--- config.mk ---
export PLATFORM = sky130hd
export DESIGN_NAME = tlbp_ram
export DESIGN_NICKNAME = d
export VERILOG_FILES = /design/src/rtl/tlbp_ram.sv
export SDC_FILE = /design/constraint.sdc
export NUM_CORES = 1
export LEC_CHECK = 0
export BUFFER_PORTS_ARGS = -buffer_cell sky130_fd_sc_hd__buf_2
export CAP_MARGIN = 20
export CORE_ASPECT_RATIO = 0.6
export CORE_MARGIN = 5
export CORE_UTILIZATION = 55
export CTS_CLUSTER_DIAMETER = 80
export DETAILED_ROUTE_END_ITERATION = 6
export GPL_TIMING_DRIVEN = 0
export PLACE_DENSITY = 0.72
export SLEW_MARGIN = 20
export SYNTH_ARGS = -nofsm -noshare
export SYNTH_HDL_FRONTEND = slang
export SYNTH_SLANG_ARGS = --single-unit
--- constraint.sdc ---
create_clock -name clk -period 4.6 [get_ports clk]
set_input_delay 0.92 -clock clk [delete_from_list [all_inputs] [get_ports clk]]
set_output_delay 0.92 -clock clk [all_outputs]
set_load 0.005 [all_outputs]
--- src/rtl/tlbp_ram.sv ---
// ----------------------------------------------------------------------------
// tlbp_ram
// Generic single-write, single-read synchronous RAM with registered read.
// ----------------------------------------------------------------------------
module tlbp_ram #(
	parameter int WIDTH = 8,
	parameter int DEPTH = 32
) (
	input  logic                                       clk,
	input  logic                                       we,
	input  logic [((DEPTH > 1) ? $clog2(DEPTH) : 1)-1:0] waddr,
	input  logic [WIDTH-1:0]                           wdata,
	input  logic                                       re,
	input  logic [((DEPTH > 1) ? $clog2(DEPTH) : 1)-1:0] raddr,
	output logic [WIDTH-1:0]                           rdata
);

	logic [WIDTH-1:0] mem [DEPTH];

	always_ff @(posedge clk) begin
		if (we) begin
			mem[waddr] <= wdata;
		end
		if (re) begin
			rdata <= mem[raddr];
		end
	end

endmodule

==> impl_metrics.toml <==
[drt]
drtIter0Drc = 578
final_antenna_net_count = 0
post_drt_wl_per_cell_um = 28.9
post_drt_via_cell_ratio = 6.31
firstDrtPassIters = 5
drc = 0
vias = 4567
wl_mm = 20.9

[critical_path]
ff2ff_setup_slack_ps = 2610
cpMaxStageDelayCell = "clkbuf_1"
r2r-start = "mem[15][4]"
crit_arrival_ps = 3410
crit_end = "rdata[1]"
timing.critical_path.fanout_max = 10
startpoint = "raddr[2]"
critPathLaunchType = "primary input"
critical-path-max-stage-delay_ps = 700
endpoint_kind = "flop"
crit_required_ps = 4850
path_class = "primary input to flop"
r2r_end = "rdata[4]"
rr_worst_depth = 3
crit_chain = "clkbuf_1 -> clkbuf_1 -> mux4_2 -> mux4_2 -> mux2_2"

[floorplan]
start_util = 0.561
top_level_ports = 29
core-area_um2 = 18100
num_rows = 38
dieArea_um2 = 21300
dieWidth_um = 185
die_h_um = 115

[synth]
synth_compound_area_frac = 0
synth_cell_types = 14
synth_flop_cell = "edfxtp_1"
syn_nets = 438
synth.avg_cell_area_um2 = 24.3
synth_edf_count = 264
yosys.area_share.simple = 0.0205
synth-xor-area-share = 0
synth_top_family_by_area = "multiplexers"
synthArstFlopShare = 0
synth_adder_area_share = 0
seq_area_frac_synth = 0.782
yosysWarnings = 0
synthMuxAreaShare = 0.187
synth_seq_cells = 264
synth_area_um2 = 10100
postSynthCellCount = 417

[placed_design]
place_congestion = 0.827
portBuffers = 23
dp_hpwl_mm = 13.8

[timing]
drv_slew = 0
hold_viol_final = 0
slew_headroom = 0.395
rsz0062_at_grt = "false"
tns_ps = 0
fmax_mhz = 317
tightest_slew_ps = 904
fin_crit_ps = 3150
setup_viol = 0
finClkSkew_ps = 10.1
post-route-period-util = 0.685

[cts]
cts_made_buffers = 24
cts_setup_buffers = 0
cts-resized-gates = 0
clk_latency_ps = 510
cts_root_buf = "clkbuf_16"
cts_sinks = 264
htree_levels = 1
holdBufCountCts = 0
clockBufferDepth = 3
cts_tree = "built"
clk_transition_reported_paths_ps = 60

[power]
ir_worst_vdd_mv = 0.439
leakagePower_nw = 3.50
pwr_density_cell_nw_per_um2 = 432

[run_status]
status = "finished clean"

[grt]
grt_pass1_wl_mm = 31.1
grt_max_degree = 33
grtUsageTotal = 0.207
grt_pass1_vias = 4537
overflow = 0
grt_antenna_before_repair = 1

[final_layout]
nNetsFinal = 487
post-route-util = 0.626
filler_cell_count = 1195
diodes = 0
mostFrequentLayoutCell = "edfxtp_1"
synthToLayoutAreaGrowth_pct = 11.7
final_cell_mix = "edfxtp_1, mux4_2, nor2_1"
layout-drive-gt1-share = 0.326

[min_path]
hold_class = "primary input to flop"

[run]
max_cap_violations = 0
## cells in the mapped netlist, types with 2 or more instances
| master | count | area (µm²) |
|---|---|---|
| or3b_2 | 3 | 26.3 |
| edfxtp_1 | 264 | 7930 |
| buf_4 | 6 | 45.0 |
| buf_1 | 6 | 22.5 |
| clkbuf_1 | 6 | 22.5 |
| mux4_2 | 80 | 1800 |
| mux2_2 | 8 | 90.1 |
| nand3_1 | 2 | 10.0 |
| nand3b_1 | 5 | 37.5 |
| nor2_1 | 33 | 124 |
## through the flow
step	instance area (µm²)	power, mW	hold WS (ps)	setup slack [ps]	std cells
4_1_cts	11300	4.92	769	1490	724
3_3_place_gp	10500	2.99	985	967	680
2_1_floorplan	10100	2.89	941	1740	417
5_1_grt	11300	5.05	768	1390	724
3_5_place_dp	10500	3.00	988	937	680
6_report	11300	4.89	782	1450	724
## logic make-up after synthesis
group	Yosys count
muxes	88
buffers and inverters	20
and+or+nand+nor	45
DFF	264
## report_power, final
group	total (mW)	internal (mW)	switching (mW)	leakage, nW
Combinational	0.256	0.107	0.149	0.737
Sequential	2.69	2.68	0.00794	2.38
Clock	1.94	1.11	0.833	0.375
## layout make-up
class | instances | area [µm²] | share of cell area
well taps | 240 | 300 | 0.0265
multi-input cells | 133 | 2100 | 0.186
repair buffers | 23 | 115 | 0.0102
clock buffers | 29 | 641 | 0.0566
flip-flops and latches | 264 | 7930 | 0.701
clock inverters | 15 | 125 | 0.0111
plain buffers | 20 | 106 | 0.00940
## worst min path at each step
| stage | start | endpoint | slack (ps) | cells after the start |
|---|---|---|---|---|
| after floorplan | mem[12][0] | rdata[0] | 940 | 3 |
| after global placement | mem[18][7] | rdata[7] | 980 | 3 |
| after detailed placement | mem[18][7] | rdata[7] | 990 | 3 |
| after CTS | re | rdata[7] | 770 | 1 |
| after global routing | re | rdata[7] | 770 | 1 |
| final | re | rdata[7] | 780 | 1 |
## state kept, by name, indices dropped and copies added, names as in the netlist
register	flops
mem	256
rdata	8
## critical path, delay by kind of cell
kind / cells / cell delay, ps
buf+inv: 2 / 1180
mux: 3 / 1280
## routing by layer
layer  GRT usage  wire length, µm
met1       0.340             9490
met2       0.283             9000
met3      0.0582             2110
met4      0.0376              339
met5           0                0
Note: power is estimated with default switching activity, not from simulation.
