===== src/rtl/tlbp_pkg.sv =====
// ----------------------------------------------------------------------------
// tlbp_pkg
// Shared types and constants of the two-level branch predictor with BTB.
// ----------------------------------------------------------------------------
package tlbp_pkg;

	localparam int PC_W       = 32;
	localparam int ADDR_LSB   = 2;
	localparam int TAG_W      = PC_W - ADDR_LSB;
	localparam int HLEN_W     = 4;
	localparam int TLEN_W     = 5;
	localparam int CTR_W      = 2;
	localparam int SHARE_W    = 2;
	localparam int CFG_IDX_W  = 3;
	localparam int CFG_DATA_W = 5;

	localparam int DEF_BTB_ENTRIES = 32;
	localparam int DEF_MAX_HISTORY = 8;

	localparam int XOR_LO_BIT = 2;
	localparam int XOR_HI_BIT = 16;
	localparam int PC_STEP    = 4;

	localparam logic [CTR_W-1:0] CTR_MIN        = 2'd0;
	localparam logic [CTR_W-1:0] CTR_MAX        = 2'd3;
	localparam logic [CTR_W-1:0] CTR_WEAK_TAKEN = 2'd2;

	localparam logic [SHARE_W-1:0] SHR_OFF   = 2'd0;
	localparam logic [SHARE_W-1:0] SHR_PC_LO = 2'd1;
	localparam logic [SHARE_W-1:0] SHR_PC_HI = 2'd2;

	localparam logic [HLEN_W-1:0]  RST_HIST_LEN     = 4'd8;
	localparam logic [TLEN_W-1:0]  RST_TAG_LEN      = 5'd30;
	localparam logic [CTR_W-1:0]   RST_INIT_CTR     = 2'd1;
	localparam logic               RST_HIST_SHARED  = 1'b0;
	localparam logic               RST_GLOBAL_TABLE = 1'b0;
	localparam logic [SHARE_W-1:0] RST_SHARE_MODE   = SHR_OFF;

	typedef enum logic {
		OP_PREDICT = 1'b0,
		OP_UPDATE  = 1'b1
	} tlbp_op_t;

	typedef enum logic [CFG_IDX_W-1:0] {
		REG_HISTORY_LENGTH   = 3'd0,
		REG_TAG_LENGTH       = 3'd1,
		REG_INITIAL_COUNTER  = 3'd2,
		REG_SHARED_HISTORY   = 3'd3,
		REG_USE_GLOBAL_TABLE = 3'd4,
		REG_SHARE_MODE       = 3'd5
	} tlbp_reg_t;

	typedef struct packed {
		logic [HLEN_W-1:0]  hist_len;
		logic [TLEN_W-1:0]  tag_len;
		logic [CTR_W-1:0]   init_ctr;
		logic               hist_shared;
		logic               global_table;
		logic [SHARE_W-1:0] share_mode;
	} tlbp_cfg_t;

endpackage


===== src/rtl/tlbp_cfg.sv =====
// ----------------------------------------------------------------------------
// tlbp_cfg
// Configuration registers; flags a counter refill on every valid write.
// ----------------------------------------------------------------------------
module tlbp_cfg (
	input  logic                               clk,
	input  logic                               arst_n,
	input  logic                               we,
	input  logic [tlbp_pkg::CFG_IDX_W-1:0]     index,
	input  logic [tlbp_pkg::CFG_DATA_W-1:0]    wdata,
	output tlbp_pkg::tlbp_cfg_t                cfg,
	output logic                               refill
);

	tlbp_pkg::tlbp_cfg_t cfg_q;

	always_comb begin
		case (index)
			tlbp_pkg::REG_HISTORY_LENGTH,
			tlbp_pkg::REG_TAG_LENGTH,
			tlbp_pkg::REG_INITIAL_COUNTER,
			tlbp_pkg::REG_SHARED_HISTORY,
			tlbp_pkg::REG_USE_GLOBAL_TABLE,
			tlbp_pkg::REG_SHARE_MODE: refill = we;
			default:                  refill = 1'b0;
		endcase
	end

	always_ff @(posedge clk or negedge arst_n) begin
		if (!arst_n) begin
			cfg_q.hist_len     <= tlbp_pkg::RST_HIST_LEN;
			cfg_q.tag_len      <= tlbp_pkg::RST_TAG_LEN;
			cfg_q.init_ctr     <= tlbp_pkg::RST_INIT_CTR;
			cfg_q.hist_shared  <= tlbp_pkg::RST_HIST_SHARED;
			cfg_q.global_table <= tlbp_pkg::RST_GLOBAL_TABLE;
			cfg_q.share_mode   <= tlbp_pkg::RST_SHARE_MODE;
		end else if (we) begin
			case (index)
				tlbp_pkg::REG_HISTORY_LENGTH:
					cfg_q.hist_len <= wdata[tlbp_pkg::HLEN_W-1:0];
				tlbp_pkg::REG_TAG_LENGTH:
					cfg_q.tag_len <= wdata[tlbp_pkg::TLEN_W-1:0];
				tlbp_pkg::REG_INITIAL_COUNTER:
					cfg_q.init_ctr <= wdata[tlbp_pkg::CTR_W-1:0];
				tlbp_pkg::REG_SHARED_HISTORY:
					cfg_q.hist_shared <= wdata[0];
				tlbp_pkg::REG_USE_GLOBAL_TABLE:
					cfg_q.global_table <= wdata[0];
				tlbp_pkg::REG_SHARE_MODE:
					cfg_q.share_mode <= wdata[tlbp_pkg::SHARE_W-1:0];
				default: ;
			endcase
		end
	end

	assign cfg = cfg_q;

endmodule


===== config.mk =====
export PLATFORM = sky130hd
export DESIGN_NAME = tlbp_cfg
export DESIGN_NICKNAME = d
export VERILOG_FILES = /design/src/rtl/tlbp_pkg.sv /design/src/rtl/tlbp_cfg.sv
export SDC_FILE = /design/constraint.sdc
export NUM_CORES = 1
export LEC_CHECK = 0
export BUFFER_PORTS_ARGS = -buffer_cell sky130_fd_sc_hd__buf_2
export CORE_UTILIZATION = 41
export DETAILED_ROUTE_END_ITERATION = 6
export GPL_TIMING_DRIVEN = 0
export PLACE_DENSITY_LB_ADDON = 0.3
export SLEW_MARGIN = 20
export SYNTH_ARGS = -nofsm -noshare
export SYNTH_HDL_FRONTEND = slang
export SYNTH_SLANG_ARGS = --single-unit

===== constraint.sdc =====
create_clock -name clk -period 2.2 [get_ports clk]
set_input_delay 0.33 -clock clk [delete_from_list [all_inputs] [get_ports clk]]
set_output_delay 0.33 -clock clk [all_outputs]
set_load 0.01 [all_outputs]

==> reports/results.ini <==
[placed_design]
placed_cell_area_um2=810.8
gp_congestion=0.7065
port-buffer-count=26
pre_cts_slack_ns=0.7954

[clock_network]
htree_num_levels=1
clk_pin_slew_ns=0.09
tritoncts=built
numCtsBuffers=3
hold_buffers=1
cts_resized=0
worstSkewPairLatency_ns=0.28
cts-root-buf=clkbuf_4
postCtsSetupBuffers=0
cts_buffer_depth=2
clock-sinks=15

[timing]
rsz0062_at_grt=no
timing.setup.tns_ns=0
setup_viol=0
hold_violations=0
clock_skew_ns=0
period_minus_slack_ns=1.273
post-route-period-util_pct=57.87
fin_ws_ns=0.9269
max_freq_ghz=0.7855
finalMaxSlewViolations=0
worst_pin_slew_ns=0.3558
relSlewSlack_pct=76.18

[routing]
vias=437
detail_route.iter0.violations=3
drtAntennaViolNets=0
routed_via_density=5.202
firstDrtPassIters=4
drc=0
wl_per_cell_um=13.80
routed_wl_mm=1.159

[yosys]
synth_seq_area_share_pct=57.95
synth_cells=37
ys_types=9
yosys.area.top_type=dfrtp_1
synth_area_um2=660.6
avgSynthCellArea_um2=17.85
synth_top_area_share_pct=34.09
ys_ff_latch=15
syn_nets=48
ys_warn_count=0
synth_area_leaders=dfrtp_1 34%, dfstp_2 24%, mux2_2 17%, mux2_4 11%, and4bb_2 3.8%

[critical_path]
critPathMaxStageDelay_ns=0.54
crit_start=cfg[9]
reg2reg_from=cfg[6]
path_buf_inv=1
path_max_fanout=2
critPathKind=register to output pin
critical-path-top-delay-family=flip-flops
start_kind=register
arrival_ns=0.94
cp-end-kind=output pin
cp_cell_sequence=buf_2
critPathRequiredTime_ns=1.87
cp_slowest_cell=dfstp_2

[min_path]
hold_path.class=input port to register
hold_start=wdata[4]

[status]
status=finished, final reports clean

[final_layout]
area_growth_pct=28.22
multiInputGateArea_um2=277.8
layout_commonest_cell=buf_2
nets=80
drive_gt1_share_pct=79.41
seq_area_um2=382.9
finalInstanceArea_um2=847.1
diodes=0
final_cell_mix=26 x buf_2, 10 x mux2_2, 9 x dfrtp_1
nFillCells=134
largest_register_ffs=15

[global_routing]
grt_pass1_wl_mm=2.049
grt_overflow=0
grt_max_degree=16
grt_use_total_pct=16.03
antenna_found_initial=0
first_global_vias=448

[pwr]
total_power_mw=0.7323
leakagePower_nw=0.3951
ir_drop_mv=0.4062
power_density_nw_per_um2=864.5

[die]
fp.dieW_um=42.14
initial_core_util_pct=43.85
num_rows=14
ios=27
fp.dieH_um=42.14
core_um2=1506
die_area_um2=1776

[job]
cap_violations=0

[power breakdown]
group          total [mW]  leakage (nW)  internal, mW  switching (mW)
registers           0.382         0.171         0.354          0.0285
clock network       0.153        0.0150        0.0704          0.0824
logic               0.198         0.209         0.111          0.0866
total               0.732         0.395         0.535           0.197
[cell usage after synthesis, drive strengths merged]
library cell and instances:
nand4b 2, nor4b 1, dfstp 6, a21boi 1, and4bb 3, mux2 15
dfrtp 9
[stage by stage]
stage                     std cells  hold WS (ns)  util (%)
after global placement           79        0.2471     53.82
final                            84        0.2780     56.23
after floorplan                  37       0.03441         -
after global routing             84        0.2588     56.23
after CTS                        84        0.2680     56.23
after detailed placement         79        0.2487     53.82
[logic make-up after synthesis]
kind of cell,Yosys count,share of synthesized area (%)
multiplexers,15,28.41
flip-flops,15,57.95
AND/OR/NAND/NOR,6,12.50
AO/OA/AOI/OAI,1,1.137
[final timing paths]
check / slack (ns) / depth (start not counted) / endpoint
setup / recovery: 0.93 / 1 / cfg[9]
hold / removal: 0.28 / 2 / cfg[10]
setup reg to reg: 1.42 / 1 / cfg[6]
hold reg to reg: 0.51 / 1 / cfg[13]
max in group asynchronous: 1.42 / 2 / cfg[4]
min in group asynchronous: 0.48 / 2 / cfg[3]
[final cells by class]
class                      instances  area share (%)
clock buffer                       4           3.102
multi-input combinational         22           32.79
sequential                        15           45.20
tap                               16           2.363
timing repair buffer              27           16.54
[layer usage]
metal  GRT usage, %  part of all wire, %  wire [um]  up-vias
met2          24.06                   45        525       19
met5              0                    0          0        -
met4          7.500                 0.95         11        0
met1          19.66                   46        529      212
met3          7.328                  8.0         93        2
li1               -                    -          -      204
Power figures use the tool's default switching activity.
